--- config.mk ---
export PLATFORM = sky130hd
export DESIGN_NAME = brs_ctrl
export DESIGN_NICKNAME = d
export VERILOG_FILES = /design/src/rtl/core/brs_pkg.sv /design/src/rtl/core/brs_ctrl.sv
export SDC_FILE = /design/constraint.sdc
export NUM_CORES = 1
export LEC_CHECK = 0
export BUFFER_PORTS_ARGS = -buffer_cell sky130_fd_sc_hd__buf_4
export CAP_MARGIN = 20
export CORE_MARGIN = 1.5
export CORE_UTILIZATION = 45
export DETAILED_ROUTE_END_ITERATION = 8
export PLACE_DENSITY = 0.64
export SLEW_MARGIN = 10
export SYNTH_ARGS = -nofsm -noshare
export SYNTH_HDL_FRONTEND = slang
export SYNTH_SLANG_ARGS = --single-unit
--- constraint.sdc ---
create_clock -name clk -period 4.85 [get_ports clk]
set_input_delay 0.2425 -clock clk [delete_from_list [all_inputs] [get_ports clk]]
set_output_delay 0.2425 -clock clk [all_outputs]
set_load 0.01 [all_outputs]
--- src/rtl/core/brs_pkg.sv ---
package brs_pkg;

	// Field and datapath widths
	localparam int CORDIC_STAGES_DEF = 16;
	localparam int TABLE_LEN         = 24;
	localparam int IDX_W             = 5;
	localparam int CNT_W             = 5;
	localparam int SQRT_STEPS        = 32;
	localparam int DIV_STEPS         = 31;
	localparam int CW                = 34;
	localparam logic signed [CW-1:0] CORDIC_GAIN = 34'sd652032875;
	localparam logic signed [CW-1:0] ONE_Q30     = 34'sd1073741824;

	// Arctangent of 2^-i in 2^-32 turns
	function automatic logic [29:0] atan_turn(input logic [IDX_W-1:0] i);
		logic [29:0] r;
		case (i)
			5'd0:  r = 30'd536870912;
			5'd1:  r = 30'd316933406;
			5'd2:  r = 30'd167458907;
			5'd3:  r = 30'd85004756;
			5'd4:  r = 30'd42667331;
			5'd5:  r = 30'd21354465;
			5'd6:  r = 30'd10679838;
			5'd7:  r = 30'd5340245;
			5'd8:  r = 30'd2670162;
			5'd9:  r = 30'd1335087;
			5'd10: r = 30'd667544;
			5'd11: r = 30'd333772;
			5'd12: r = 30'd166886;
			5'd13: r = 30'd83443;
			5'd14: r = 30'd41722;
			5'd15: r = 30'd20861;
			5'd16: r = 30'd10430;
			5'd17: r = 30'd5215;
			5'd18: r = 30'd2608;
			5'd19: r = 30'd1304;
			5'd20: r = 30'd652;
			5'd21: r = 30'd326;
			5'd22: r = 30'd163;
			5'd23: r = 30'd81;
			default: r = 30'd0;
		endcase
		return r;
	endfunction

	// Configuration register indexes
	typedef enum logic [2:0] {
		REG_CHEM_SHIFT = 3'd0,
		REG_POS_X      = 3'd1,
		REG_POS_Y      = 3'd2,
		REG_POS_Z      = 3'd3,
		REG_TIME_STEP  = 3'd4,
		REG_INIT_MX    = 3'd5,
		REG_INIT_MY    = 3'd6,
		REG_INIT_MZ    = 3'd7
	} cfg_reg_t;

	// Multiplier micro steps, in issue order
	typedef enum logic [4:0] {
		MS_NOP, MS_BX, MS_BY, MS_GX, MS_GY, MS_GZ, MS_BX2, MS_BY2, MS_BZ2,
		MS_ANG,
		MS_DX, MS_DY, MS_DZ, MS_G,
		MS_XC1, MS_XC2, MS_XT2, MS_XT1, MS_XT3,
		MS_YC1, MS_YC2, MS_YT2, MS_YT1, MS_YT3,
		MS_ZC1, MS_ZC2, MS_ZT2, MS_ZT1, MS_ZT3
	} mstep_t;

	typedef enum logic [3:0] {
		ST_IDLE, ST_CINI, ST_CROT, ST_MUL, ST_SQI, ST_SQ, ST_CHK,
		ST_DVI, ST_DV, ST_CMT, ST_FIN
	} st_t;

	typedef struct packed {
		logic             load;
		logic             cor_init;
		logic             cor_rot;
		logic             cor_step;
		logic [IDX_W-1:0] cor_idx;
		mstep_t           mstep;
		logic             sq_init;
		logic             sq_step;
		logic             dv_init;
		logic             dv_step;
		logic             commit;
		logic             out_load;
	} cmd_t;

	typedef struct packed {
		logic norm_zero;
	} sts_t;

endpackage

--- src/rtl/core/brs_ctrl.sv ---
module brs_ctrl import brs_pkg::*; #(
	parameter int CORDIC_STAGES = CORDIC_STAGES_DEF
) (
	input  logic clk,
	input  logic arst_n,
	input  logic in_valid,
	output logic in_stall,
	output logic out_valid,
	input  logic out_stall,
	input  sts_t sts,
	output cmd_t cmd
);

	localparam logic [CNT_W-1:0] LAST_COR = CNT_W'(CORDIC_STAGES - 1);
	localparam logic [CNT_W-1:0] LAST_SQ  = CNT_W'(SQRT_STEPS - 1);
	localparam logic [CNT_W-1:0] LAST_DV  = CNT_W'(DIV_STEPS - 1);

	st_t              state_q, state_d;
	logic [CNT_W-1:0] cnt_q, cnt_d;
	mstep_t           step_q, step_d;
	logic             bub_q, bub_d;
	logic             rot_q, rot_d;
	logic             out_valid_q, out_valid_d;
	logic             can_out;

	assign can_out = !out_valid_q || !out_stall;

	always_ff @(posedge clk or negedge arst_n) begin
		if (!arst_n) begin
			state_q     <= ST_IDLE;
			cnt_q       <= '0;
			step_q      <= MS_NOP;
			bub_q       <= 1'b0;
			rot_q       <= 1'b0;
			out_valid_q <= 1'b0;
		end else begin
			state_q     <= state_d;
			cnt_q       <= cnt_d;
			step_q      <= step_d;
			bub_q       <= bub_d;
			rot_q       <= rot_d;
			out_valid_q <= out_valid_d;
		end
	end

	// Next state
	always_comb begin
		state_d     = state_q;
		cnt_d       = cnt_q;
		step_d      = step_q;
		bub_d       = bub_q;
		rot_d       = rot_q;
		out_valid_d = out_valid_q && out_stall;
		unique case (state_q)
			ST_IDLE: begin
				if (in_valid) begin
					state_d = ST_CINI;
					rot_d   = 1'b0;
				end
			end
			ST_CINI: begin
				state_d = ST_CROT;
				cnt_d   = '0;
			end
			ST_CROT: begin
				if (cnt_q == LAST_COR) begin
					cnt_d = '0;
					if (rot_q) begin
						state_d = ST_DVI;
					end else begin
						state_d = ST_MUL;
						step_d  = MS_BX;
						bub_d   = 1'b0;
					end
				end else begin
					cnt_d = cnt_q + 1'b1;
				end
			end
			ST_MUL: begin
				// each issue is followed by a bubble in which its product is written back
				if (!bub_q) begin
					bub_d = 1'b1;
				end else begin
					bub_d = 1'b0;
					if (step_q == MS_BZ2) begin
						state_d = ST_SQI;
					end else if (step_q == MS_ANG) begin
						state_d = ST_CINI;
						rot_d   = 1'b1;
					end else if (step_q == MS_ZT3) begin
						state_d = ST_CMT;
					end else begin
						step_d = mstep_t'(step_q + 5'd1);
					end
				end
			end
			ST_SQI: begin
				state_d = ST_SQ;
				cnt_d   = '0;
			end
			ST_SQ: begin
				if (cnt_q == LAST_SQ) begin
					state_d = ST_CHK;
				end else begin
					cnt_d = cnt_q + 1'b1;
				end
			end
			ST_CHK: begin
				if (sts.norm_zero) begin
					state_d = ST_FIN;
				end else begin
					state_d = ST_MUL;
					step_d  = MS_ANG;
					bub_d   = 1'b0;
				end
			end
			ST_DVI: begin
				state_d = ST_DV;
				cnt_d   = '0;
			end
			ST_DV: begin
				if (cnt_q == LAST_DV) begin
					state_d = ST_MUL;
					step_d  = MS_DX;
					bub_d   = 1'b0;
				end else begin
					cnt_d = cnt_q + 1'b1;
				end
			end
			ST_CMT: state_d = ST_FIN;
			ST_FIN: begin
				if (can_out) begin
					state_d     = ST_IDLE;
					out_valid_d = 1'b1;
				end
			end
			default: state_d = ST_IDLE;
		endcase
	end

	// Commands
	always_comb begin
		cmd      = '0;
		cmd.mstep = MS_NOP;
		in_stall = 1'b1;
		unique case (state_q)
			ST_IDLE: begin
				in_stall = 1'b0;
				cmd.load = in_valid;
			end
			ST_CINI: begin
				cmd.cor_init = 1'b1;
				cmd.cor_rot  = rot_q;
			end
			ST_CROT: begin
				cmd.cor_step = 1'b1;
				cmd.cor_idx  = IDX_W'(cnt_q);
			end
			ST_MUL:  cmd.mstep    = bub_q ? MS_NOP : step_q;
			ST_SQI:  cmd.sq_init  = 1'b1;
			ST_SQ:   cmd.sq_step  = 1'b1;
			ST_DVI:  cmd.dv_init  = 1'b1;
			ST_DV:   cmd.dv_step  = 1'b1;
			ST_CMT:  cmd.commit   = 1'b1;
			ST_FIN:  cmd.out_load = can_out;
			default: ;
		endcase
	end

	assign out_valid = out_valid_q;

endmodule

==> run summary, run 1 <==
=====================================================================================
Worst-path clk slew                                                           0.11 ns
Switching Share                                                                 0.498
Net Sw Power                                                                 0.477 mW
Area growth, synth to finish                                                    16.1%
Sequential group share of total power                                           0.338
Number of cells upsized or downsized after cts                                      0
Seq cells post-synth                                                               17
Achievable frequency                                                          384 MHz
Vias after detailed routing                                                      1398
Register area share after synthesis                                             0.290
P_leak                                                                       0.752 nW
Max-cap violations                                                                  0
Instance count of the mapped netlist                                              180
CTS tree                                                                        built
Die Height                                                                    60.1 um
Detailed-route wire length per cell                                           14.4 um
Maximum ir drop on the vdd rail                                              0.256 mV
Dominant cell by count in the synthesized netlist                        sky130_fd_sc_hd__dfrtp_1
Ant diodes                                                                          0
Wire length of the first global-routing pass                                  5750 um
Worst setup path category                                                flip-flop to primary output
Number of buffers created by CTS                                                    3
Deepest clock path buffer count                                                     2
Required time of the critical path                                            4.61 ns
Internal                                                                     0.480 mW
Fin crit period                                                               2.60 ns
H-Tree Depth                                                                        1
Unrepaired setup endpoints after global routing                                 false
Largest area contributor in the synthesized netlist                      sky130_fd_sc_hd__dfrtp_1
Count of routing violations after the opening detailed-route iteration            104
CP startpoint kind                                                          flip-flop
Max-slew headroom at the worst pin                                              0.473
Remaining antenna violation count                                                   0
Total instance count after detailed placement                                     239
Signal arrival time at the worst endpoint                                     2.36 ns
Largest net degree at the start of global routing                                  28
Finished Layout Cells                                                             244
Dominant synthesized flop cell                                           sky130_fd_sc_hd__dfrtp_1
Transition time of the tightest slew-check pin                               0.790 ns
Routed vias/inst                                                                 5.73
Min-delay worst type                                                     primary input to flip-flop
HPWL after DPL                                                                2540 um
Count of input and output buffers                                                  26
Average cell area after synthesis                                          8.16 sq um
Filler Cell Count                                                                 294
Yosys top cell area share                                                       0.290
Final-report max-slew violation count                                               0
Clk pwr share                                                                   0.084
Number of enable-type register cells in the synthesized netlist                     0
Maximum net fanout on the critical path                                            27
Row cnt                                                                            20
CP endpoint kind                                                         primary output
Count of final hold-check violations                                                0
Multi-input gate area in the final layout                                   956 sq um
Vias in the first global route                                                   1193
Status                                                                   complete, no violations
Antenna violations before repair                                                    0
Setup slack, reg-to-reg                                                       2.45 ns
Sink Count                                                                         17
Power density over the cells                                              561 nW/um^2
Fraction of synthesis flops using an asynchronous set or reset pin               1.00
Sum of negative setup slack                                                      0 ns
Total standard cell area after synthesis                                   1470 sq um
Placeable core region                                                      3080 sq um
Top cells by count, synth                                                sky130_fd_sc_hd__dfrtp_1, sky130_fd_sc_hd__nor2_1, sky130_fd_sc_hd__nand2_1
Initial cell density of the core                                                0.477
I/O pin count                                                                      27
Distinct cell type count of the synthesized netlist                                54
Yosys synthesis warning count                                                       0
Clk_skew                                                                   0.00396 ns
Fraction of the cycle the final worst path needs                                0.537
Cells taking the most area after synthesis                               sky130_fd_sc_hd__dfrtp_1, sky130_fd_sc_hd__ha_1, sky130_fd_sc_hd__nor3_1, sky130_fd_sc_hd__nor2_1, sky130_fd_sc_hd__and2_1
Fraction of final layout cells sized beyond drive strength 1                    0.175
GP Congestion                                                                   0.815
Number of endpoints failing setup at the final stage                                0
Final hold slack                                                             0.165 ns
Post-synthesis net count                                                          193
Post-Route WL                                                                 3510 um
Global-route usage over all layers                                              0.208
Total congestion overflow after global routing                                      0
Die boundary width                                                            60.1 um
Cell at the root of the clock tree                                       sky130_fd_sc_hd__clkbuf_4
Fraction of power consumed by combinational cells                               0.579
Area taken by flip-flops and latches                                        425 sq um
Initial DRT Pass Iterations                                                         4
Clock latency on the worst-skew pair                                          0.29 ns
Final net count                                                                   214
Drc violations                                                                      0
Util after Layout                                                               0.554
Die area                                                                   3620 sq um
=====================================================================================
## through the flow
step,setup WS (ns),instance area (sq um),total power [mW]
after global routing,2.05,1710,1.05
final,2.25,1710,0.957
after floorplan,2.82,1470,0.718
after CTS,2.29,1710,0.960
after global placement,2.61,1670,0.865
after detailed placement,2.51,1670,0.876
## final timing paths
| check | to | cells past startpoint | from |
|---|---|---|---|
| max | cmd[8] | 5 | state_q[0] |
| min | out_valid | 3 | out_stall |
| max reg2reg | step_q[3] | 5 | state_q[0] |
| min reg2reg | out_valid | 2 | out_valid |
| max in group asynchronous | bub_q | 2 | arst_n |
| min in group asynchronous | state_q[3] | 2 | arst_n |
## state kept, by name, summed over array words and instances (netlist names)
signal     count
rot_q          1
bub_q          1
step_q         5
cnt_q          5
out_valid      1
state_q        4
## worst max-delay path, cell delays in order, from the launching register on
cell and delay [ns]:
sky130_fd_sc_hd__dfrtp_1 0.87, sky130_fd_sc_hd__nor2b_1 0.27, sky130_fd_sc_hd__nand2_1 0.20, sky130_fd_sc_hd__nor2_1 0.42, sky130_fd_sc_hd__and2_1 0.19, sky130_fd_sc_hd__buf_4 0.11
## layout by cell type (no fill, tap or decap), types with 2 or more instances in the layout
cell and count:
sky130_fd_sc_hd__buf_4 26, sky130_fd_sc_hd__dfrtp_1 17, sky130_fd_sc_hd__nor2_1 16, sky130_fd_sc_hd__nand2_1 13, sky130_fd_sc_hd__nor3_1 12, sky130_fd_sc_hd__inv_1 10
sky130_fd_sc_hd__and2_1 8, sky130_fd_sc_hd__ha_1 8, sky130_fd_sc_hd__a21oi_1 6, sky130_fd_sc_hd__o21ai_1 6, sky130_fd_sc_hd__o21ai_0 6, sky130_fd_sc_hd__nand3_1 6
sky130_fd_sc_hd__nand2b_1 5, sky130_fd_sc_hd__nor2b_1 4, sky130_fd_sc_hd__nand4bb_1 3, sky130_fd_sc_hd__o32a_1 3, sky130_fd_sc_hd__nor3b_1 3, sky130_fd_sc_hd__clkbuf_4 3
sky130_fd_sc_hd__nor4b_2 2, sky130_fd_sc_hd__and3_1 2, sky130_fd_sc_hd__o211ai_1 2, sky130_fd_sc_hd__nand4_1 2, sky130_fd_sc_hd__and3b_1 2, sky130_fd_sc_hd__o31ai_1 2
sky130_fd_sc_hd__xnor2_1 2, sky130_fd_sc_hd__mux2_1 2, sky130_fd_sc_hd__mux2i_1 2
## metal layers
metal,up-vias,track usage,part of all wire
met2,47,0.326,0.47
met3,2,0.0216,0.064
met4,0,0.0571,0.0057
li1,684,-,-
met5,-,0,0
met1,665,0.303,0.46
## timing repair
| item | CTS | global route |
|---|---|---|
| buffers inserted | 0 | 0 |
| endpoints found under the hold margin | 17 | 0 |
| hold buffers | 1 | 0 |
## logic make-up (layout without fill, tap and decap cells)
group                      Yosys count  count (layout)  share of synthesized area
and+or+nand+nor                     86              86                      0.343
muxes                                4               4                     0.0290
adders and majority gates            8               8                     0.0681
AOI/OAI and AO/OA                   41              41                      0.193
xor gates and xnor gates             3               3                     0.0179
DFF                                 17              17                      0.290
buffers and inverters               21              41                     0.0596
## power groups by stage
stage | Sequential [mW] | Clock, mW | Combinational (mW)
after floorplan | 0.238 | 0 | 0.480
after global placement | 0.319 | 0 | 0.546
after detailed placement | 0.325 | 0 | 0.551
after CTS | 0.321 | 0.0843 | 0.554
after global routing | 0.340 | 0.0896 | 0.621
final | 0.323 | 0.0800 | 0.554
## final cells by class
type                    count  area share
inverters                  10      0.0220
multi-input cells         142       0.561
flip-flops and latches     17       0.249
well taps                  44      0.0323
clock buffers               4      0.0154
repair buffers             27       0.120
(Power assumes the default switching activity.)
==> run 2, diff against run 1 <==
--- a/config.mk
+++ b/config.mk
@@ -5,12 +5,13 @@
 export SDC_FILE = /design/constraint.sdc
 export NUM_CORES = 1
 export LEC_CHECK = 0
+export ABC_AREA = 1
 export BUFFER_PORTS_ARGS = -buffer_cell sky130_fd_sc_hd__buf_4
 export CAP_MARGIN = 20
 export CORE_MARGIN = 1.5
 export CORE_UTILIZATION = 45
 export DETAILED_ROUTE_END_ITERATION = 8
-export PLACE_DENSITY = 0.64
+export PLACE_DENSITY = 0.63
 export SLEW_MARGIN = 10
 export SYNTH_ARGS = -nofsm -noshare
 export SYNTH_HDL_FRONTEND = slang
==> constraint.sdc (replaced) <==
create_clock -name clk -period 2.4 [get_ports clk]
set_input_delay 0.12 -clock clk [delete_from_list [all_inputs] [get_ports clk]]
set_output_delay 0.12 -clock clk [all_outputs]
set_load 0.01 [all_outputs]
==> run 2 against run 1 <==
Compared with the run above: cell area up 10%; die area up 9.2%; critical path depth up 5; area after synthesis up 9.7%; wire length up 10%; via count up 14%; largest power group unchanged; highest routed layer unchanged.
==> run summary, run 2 <==
=====================================================================================
Status                                                                   complete, no violations
Most common library cell in the layout ignoring fill and taps            sky130_fd_sc_hd__nand2_1
Detailed route wirelength on metal3                                            182 um
Instance area after placement                                              1850 sq um
Distinct cell type count of the synthesized netlist                                26
Min-delay worst type                                                     primary input to flip-flop
Final net count                                                                   297
Cells taking the most area after synthesis                               sky130_fd_sc_hd__dfrtp_1, sky130_fd_sc_hd__nand2_1, sky130_fd_sc_hd__inv_1, sky130_fd_sc_hd__nor2_1, sky130_fd_sc_hd__nand3_1
Die Height                                                                    62.8 um
Util after Layout                                                               0.555
Net Sw Power                                                                  1.35 mW
Topmost layer with routed signal wires                                           met4
Total standard cell area after synthesis                                   1610 sq um
Number of enable-type register cells in the synthesized netlist                     0
Max stage delay on crit path                                                  0.44 ns
Vias after detailed routing                                                      1597
Max-cap violations                                                                  0
Average cell area after synthesis                                          6.34 sq um
Clk_skew                                                                   0.00469 ns
I/O pin count                                                                      27
Total chip power                                                              2.43 mW
Count of routing violations after the opening detailed-route iteration            186
Switching Share                                                                 0.559
Yosys top cell area share                                                       0.264
Post-Route WL                                                                 3870 um
Dominant synthesized flop cell                                           sky130_fd_sc_hd__dfrtp_1
Clk pwr share                                                                   0.066
Number of cells upsized or downsized after cts                                      0
Die area                                                                   3950 sq um
Dominant cell by count in the synthesized netlist                        sky130_fd_sc_hd__nand2_1
Initial cell density of the core                                                0.475
Achievable frequency                                                          528 MHz
Met2 wirelength from detailed routing                                         1780 um
Total congestion overflow after global routing                                      0
Leading cell types in the layout, fill and taps excluded                 sky130_fd_sc_hd__nand2_1, sky130_fd_sc_hd__inv_1, sky130_fd_sc_hd__nor2_1
Vias in the first global route                                                   1394
Fraction of final layout cells sized beyond drive strength 1                    0.212
Initial DRT Pass Iterations                                                         4
Instance count of the mapped netlist                                              254
Maximum ir drop on the vdd rail                                              0.605 mV
Row cnt                                                                            21
Yosys synthesis warning count                                                       0
Clock latency on the worst-skew pair                                          0.30 ns
Placeable core region                                                      3390 sq um
Count of final hold-check violations                                                0
H-Tree Depth                                                                        1
Drc violations                                                                      0
Maximum net fanout on the critical path                                             6
Die boundary width                                                            62.8 um
P_leak                                                                        1.12 nW
Largest area contributor in the synthesized netlist                      sky130_fd_sc_hd__dfrtp_1
CTS tree                                                                        built
Slowest library cell on the worst path                                   sky130_fd_sc_hd__dfrtp_1
Max-slew headroom at the worst pin                                              0.695
Internal                                                                      1.07 mW
Sink Count                                                                         17
Worst-path clk slew                                                           0.11 ns
CP endpoint kind                                                            flip-flop
Power density over the cells                                             1290 nW/um^2
Setup slack, reg-to-reg                                                       0.51 ns
Transition time of the tightest slew-check pin                               0.456 ns
Detailed-route wire length per cell                                           11.7 um
Number of endpoints failing setup at the final stage                                0
GP Congestion                                                                   0.893
Cell Chain, Critical Path                                                ha_1, nand2_1, inv_1, ha_1, nand3b_1, nand2_2, nor3_4, nand2_1, nand2_1, nand2_1
Signal arrival time at the worst endpoint                                     2.09 ns
Cell at the root of the clock tree                                       sky130_fd_sc_hd__clkbuf_4
Largest net degree at the start of global routing                                  18
Registers with the most flip-flops                                       cnt_q (5), step_q (5), state_q (4)
Crit-path most repeated cell                                             sky130_fd_sc_hd__nand2_1
Sequential group share of total power                                           0.230
Final-report max-slew violation count                                               0
Number of buffers created by CTS                                                    3
Seq cells post-synth                                                               17
Met1 WL                                                                       1880 um
Deepest clock path buffer count                                                     2
Unrepaired setup endpoints after global routing                                 false
Post-synthesis net count                                                          267
Top cells by count, synth                                                sky130_fd_sc_hd__nand2_1, sky130_fd_sc_hd__inv_1, sky130_fd_sc_hd__nor2_1
CP startpoint kind                                                          flip-flop
Area growth, synth to finish                                                    16.8%
Fraction of power consumed by combinational cells                               0.703
Fraction of synthesis flops using an asynchronous set or reset pin               1.00
Remaining antenna violation count                                                   0
Total instance count after detailed placement                                     324
Antenna violations before repair                                                    0
Fraction of the cycle the final worst path needs                                0.789
Count of input and output buffers                                                  26
Final standard cell area without fillers                                   1880 sq um
Finished Layout Cells                                                             329
Filler Cell Count                                                                 342
Routed vias/inst                                                                 4.85
Required time of the critical path                                            2.59 ns
HPWL after DPL                                                                2950 um
Ant diodes                                                                          0
Fin crit period                                                               1.89 ns
Global-route usage over all layers                                              0.201
Worst setup path category                                                flip-flop to flip-flop
Register area share after synthesis                                             0.264
Sum of negative setup slack                                                      0 ns
Wire length of the first global-routing pass                                  6350 um
=====================================================================================
## run 2: cell types whose count changed in the layout (fill, tap and decap cells not counted), moves of 6 or more
| cell | delta |
|---|---|
| sky130_fd_sc_hd__inv_1 | +26 |
| sky130_fd_sc_hd__nor3_1 | -12 |
| sky130_fd_sc_hd__nand3_1 | +15 |
| sky130_fd_sc_hd__and2_1 | -8 |
| sky130_fd_sc_hd__o21ai_1 | -6 |
| sky130_fd_sc_hd__nand2_1 | +71 |
| sky130_fd_sc_hd__nor2_1 | +19 |
| sky130_fd_sc_hd__nand2_2 | +9 |
| sky130_fd_sc_hd__nor2_4 | +6 |
## run 2: cell families after synthesis
family,Yosys count,share of synthesized area
DFF,17,0.264
buffers and inverters,43,0.107
and+or+nand+nor,165,0.474
AOI/OAI and AO/OA,19,0.0823
adders and majority gates,8,0.0621
xor gates and xnor gates,2,0.0109
## run 2: stage by stage
stage          hold slack, ns  worst slack, ns
2_1_floorplan          -0.176            0.799
3_3_place_gp          0.00652            0.542
3_5_place_dp          0.00771            0.528
4_1_cts                0.0535            0.497
5_1_grt                0.0662            0.286
6_report               0.0620            0.505
## run 2: power groups by stage
stage | clock, mW | combinational, mW | sequential (mW)
finish | 0.161 | 1.71 | 0.559
global route | 0.179 | 1.91 | 0.574
CTS | 0.170 | 1.71 | 0.554
detailed placement | 0 | 1.70 | 0.560
global placement | 0 | 1.70 | 0.561
floorplan | 0 | 1.33 | 0.513
## run 2: final cells by class
cell class | count | area, sq um | share of cell area
Sequential cell | 17 | 425 | 0.226
Clock buffer | 4 | 26.3 | 0.0140
Tap cell | 46 | 57.6 | 0.0306
Inverter | 41 | 154 | 0.0818
Timing Repair Buffer | 27 | 205 | 0.109
Multi-Input combinational cell | 194 | 1010 | 0.539
## run 2: layer usage
layer  vias up  global-route usage
met5         -                   0
li1        837                   -
met2        47               0.325
met3         2              0.0396
met4         0              0.0333
met1       711               0.283
## run 2: path summary, 6_finish.rpt
kind	start	to	cells past startpoint
hold reg to reg	bub_q	bub_q	2
setup / recovery	cnt_q[1]	state_q[1]	10
setup reg to reg	cnt_q[1]	state_q[1]	10
hold / removal	out_stall	out_valid	3
min in group asynchronous	arst_n	bub_q	2
max in group asynchronous	arst_n	state_q[1]	2
## run 2: timing repair
action	4_1_cts	5_1_grt
hold buffers	1	0
hold endpoints to repair	17	0
setup buffers	0	0
## run 2: critical path, delay by kind of cell, from the launching register on
kind	cells	cell delay, ns
buf+inv	1	0.08
fa+ha+maj	2	0.50
simple gates	7	0.77
flops	1	0.44
==> run 3, diff against run 2 <==
--- a/config.mk
+++ b/config.mk
@@ -5,13 +5,13 @@
 export SDC_FILE = /design/constraint.sdc
 export NUM_CORES = 1
 export LEC_CHECK = 0
-export ABC_AREA = 1
+export ABC_AREA = 0
 export BUFFER_PORTS_ARGS = -buffer_cell sky130_fd_sc_hd__buf_4
 export CAP_MARGIN = 20
 export CORE_MARGIN = 1.5
 export CORE_UTILIZATION = 45
 export DETAILED_ROUTE_END_ITERATION = 8
-export PLACE_DENSITY = 0.63
+export PLACE_DENSITY = 0.64
 export SLEW_MARGIN = 10
 export SYNTH_ARGS = -nofsm -noshare
 export SYNTH_HDL_FRONTEND = slang
==> constraint.sdc (replaced) <==
create_clock -name clk -period 1.84 [get_ports clk]
set_input_delay 0.092 -clock clk [delete_from_list [all_inputs] [get_ports clk]]
set_output_delay 0.092 -clock clk [all_outputs]
set_load 0.01 [all_outputs]
==> run 3 against run 2 <==
Compared with the run above: the run now ends with negative setup slack left; sequential share of layout area is 3.3 points lower; clock power is 40% higher; via count is 0.69% lower; critical path type unchanged; cell count is 14% lower; flip-flop and latch count stayed put; clock-buffer cell count is 1 lower; sequential power is 19% higher; largest cell class unchanged; highest routed layer unchanged.
==> run summary, run 3 (synthesis gave the netlist of run 1 again) <==
=====================================================================================
I/O pin count                                                                      27
Drc violations                                                                      0
Violations in the final reports                                          negative setup slack
Largest net degree at the start of global routing                                  28
Worst setup slack after layout                                             -0.0539 ns
Max-cap violations                                                                  0
Initial cell density of the core                                                0.477
Count of input and output buffers                                                  26
Maximum ir drop on the vdd rail                                              0.884 mV
Row cnt                                                                            20
Fraction of the cycle the final worst path needs                                 1.03
Post-Route WL                                                                 4170 um
Die Height                                                                    60.1 um
Vias after detailed routing                                                      1586
Origin of the worst min-delay path                                           in_valid
GP Congestion                                                                   0.856
Maximum net fanout on the critical path                                             3
H-Tree Depth                                                                        1
Final standard cell area without fillers                                   2210 sq um
Required time of the critical path                                            2.08 ns
Area growth, synth to finish                                                    50.3%
HPWL after DPL                                                                3010 um
Total congestion overflow after global routing                                      0
Fraction of final layout cells sized beyond drive strength 1                    0.417
Final-report max-slew violation count                                               0
Leading cell types in the layout, fill and taps excluded                 sky130_fd_sc_hd__buf_4, sky130_fd_sc_hd__dfrtp_1, sky130_fd_sc_hd__nor2_1
Instance area after placement                                              1990 sq um
Routed vias/inst                                                                 5.58
Worst setup path category                                                flip-flop to flip-flop
Global-route usage over all layers                                              0.246
Antenna violations before repair                                                    0
CP endpoint kind                                                            flip-flop
Max-slew headroom at the worst pin                                              0.784
Count of routing violations after the opening detailed-route iteration             71
Status                                                                   finished with violations
Final net count                                                                   254
Cell at the root of the clock tree                                       sky130_fd_sc_hd__clkbuf_4
Transition time of the tightest slew-check pin                               0.323 ns
Fin crit period                                                               1.89 ns
Die area                                                                   3620 sq um
Wire length of the first global-routing pass                                  6730 um
Signal arrival time at the worst endpoint                                     2.14 ns
Sink Count                                                                         17
Total chip power                                                              3.50 mW
Power density over the cells                                             1590 nW/um^2
Launch point of the critical path                                            cnt_q[0]
Clk_skew                                                                    0.0187 ns
Vias in the first global route                                                   1516
Final hold slack                                                             0.112 ns
Deepest clock path buffer count                                                     2
Detailed-route wire length per cell                                           14.7 um
Ant diodes                                                                          0
Achievable frequency                                                          528 MHz
P_leak                                                                       0.999 nW
Min-delay worst type                                                     primary input to flip-flop
Worst-path clk slew                                                           0.13 ns
Count of final hold-check violations                                                0
Remaining antenna violation count                                                   0
CTS tree                                                                        built
Registers with the most flip-flops                                       cnt_q (5), step_q (5), state_q (4)
Most common library cell in the layout ignoring fill and taps            sky130_fd_sc_hd__buf_4
Clock latency on the worst-skew pair                                          0.32 ns
Unrepaired setup endpoints after global routing                                  true
Die boundary width                                                            60.1 um
CP startpoint kind                                                          flip-flop
Placeable core region                                                      3080 sq um
Number of endpoints failing setup at the final stage                                2
Critical R2R Launch                                                          cnt_q[0]
Number of buffers created by CTS                                                    3
Initial DRT Pass Iterations                                                         4
=====================================================================================
-- run 3: layout make-up --
cell class,count,area (sq um)
well taps,44,55.1
multi-input cells,142,1120
clock buffers,3,22.5
repair buffers,67,537
inverters,10,37.5
clock inverters,1,5.00
fillers,253,871
flip-flops and latches,17,427
-- run 3: through the flow --
stage                     instances  setup slack [ns]  setup TNS, ns  utilization
after CTS                       283           -0.0473        -0.0882        0.681
final                           284           -0.0539        -0.0966        0.717
after floorplan                 180           -0.0589        -0.0880            -
after detailed placement        274           -0.0917         -0.173        0.647
after global routing            284            -0.163          -1.03        0.717
after global placement          274           -0.0150        -0.0150        0.647
-- run 3: path summary, 6_finish.rpt --
check,endpoint,slack (ns),cells after the start
worst max register to register,step_q[2],-0.05,8
worst min-delay path,rot_q,0.11,3
max in group asynchronous,step_q[2],1.43,2
min in group asynchronous,out_valid,0.18,2
worst min register to register,out_valid,0.54,2
worst max-delay path,step_q[2],-0.05,8
-- run 3: report_power, final --
group | switching (mW) | total (mW) | internal, mW
clock | 0.145 | 0.226 | 0.0813
sequential | 0.150 | 0.666 | 0.516
combinational | 1.29 | 2.61 | 1.31
total | 1.59 | 3.50 | 1.91
-- run 3: what timing repair did --
item	CTS	global route
setup buffers	3	1
endpoints found under the setup margin	16	23
resized for setup	10	18
hold endpoints to repair	18	0
hold buffers	2	0
pin swaps	1	5
-- run 3: metal layers --
metal,vias up,routed length [um],global-route usage
li1,775,-,-
met1,755,1790,0.314
met2,50,2150,0.425
met3,6,190,0.0216
met4,0,42,0.0921
met5,-,0,0
-- run 3: critical path, stage by stage (launching register included) --
cell and delay [ns]:
sky130_fd_sc_hd__dfrtp_1 0.38, sky130_fd_sc_hd__ha_2 0.18, sky130_fd_sc_hd__and3_4 0.21, sky130_fd_sc_hd__ha_4 0.14
sky130_fd_sc_hd__inv_2 0.03, sky130_fd_sc_hd__a22oi_2 0.18, sky130_fd_sc_hd__o21ai_2 0.11, sky130_fd_sc_hd__or4b_1 0.52
sky130_fd_sc_hd__nand3_1 0.08
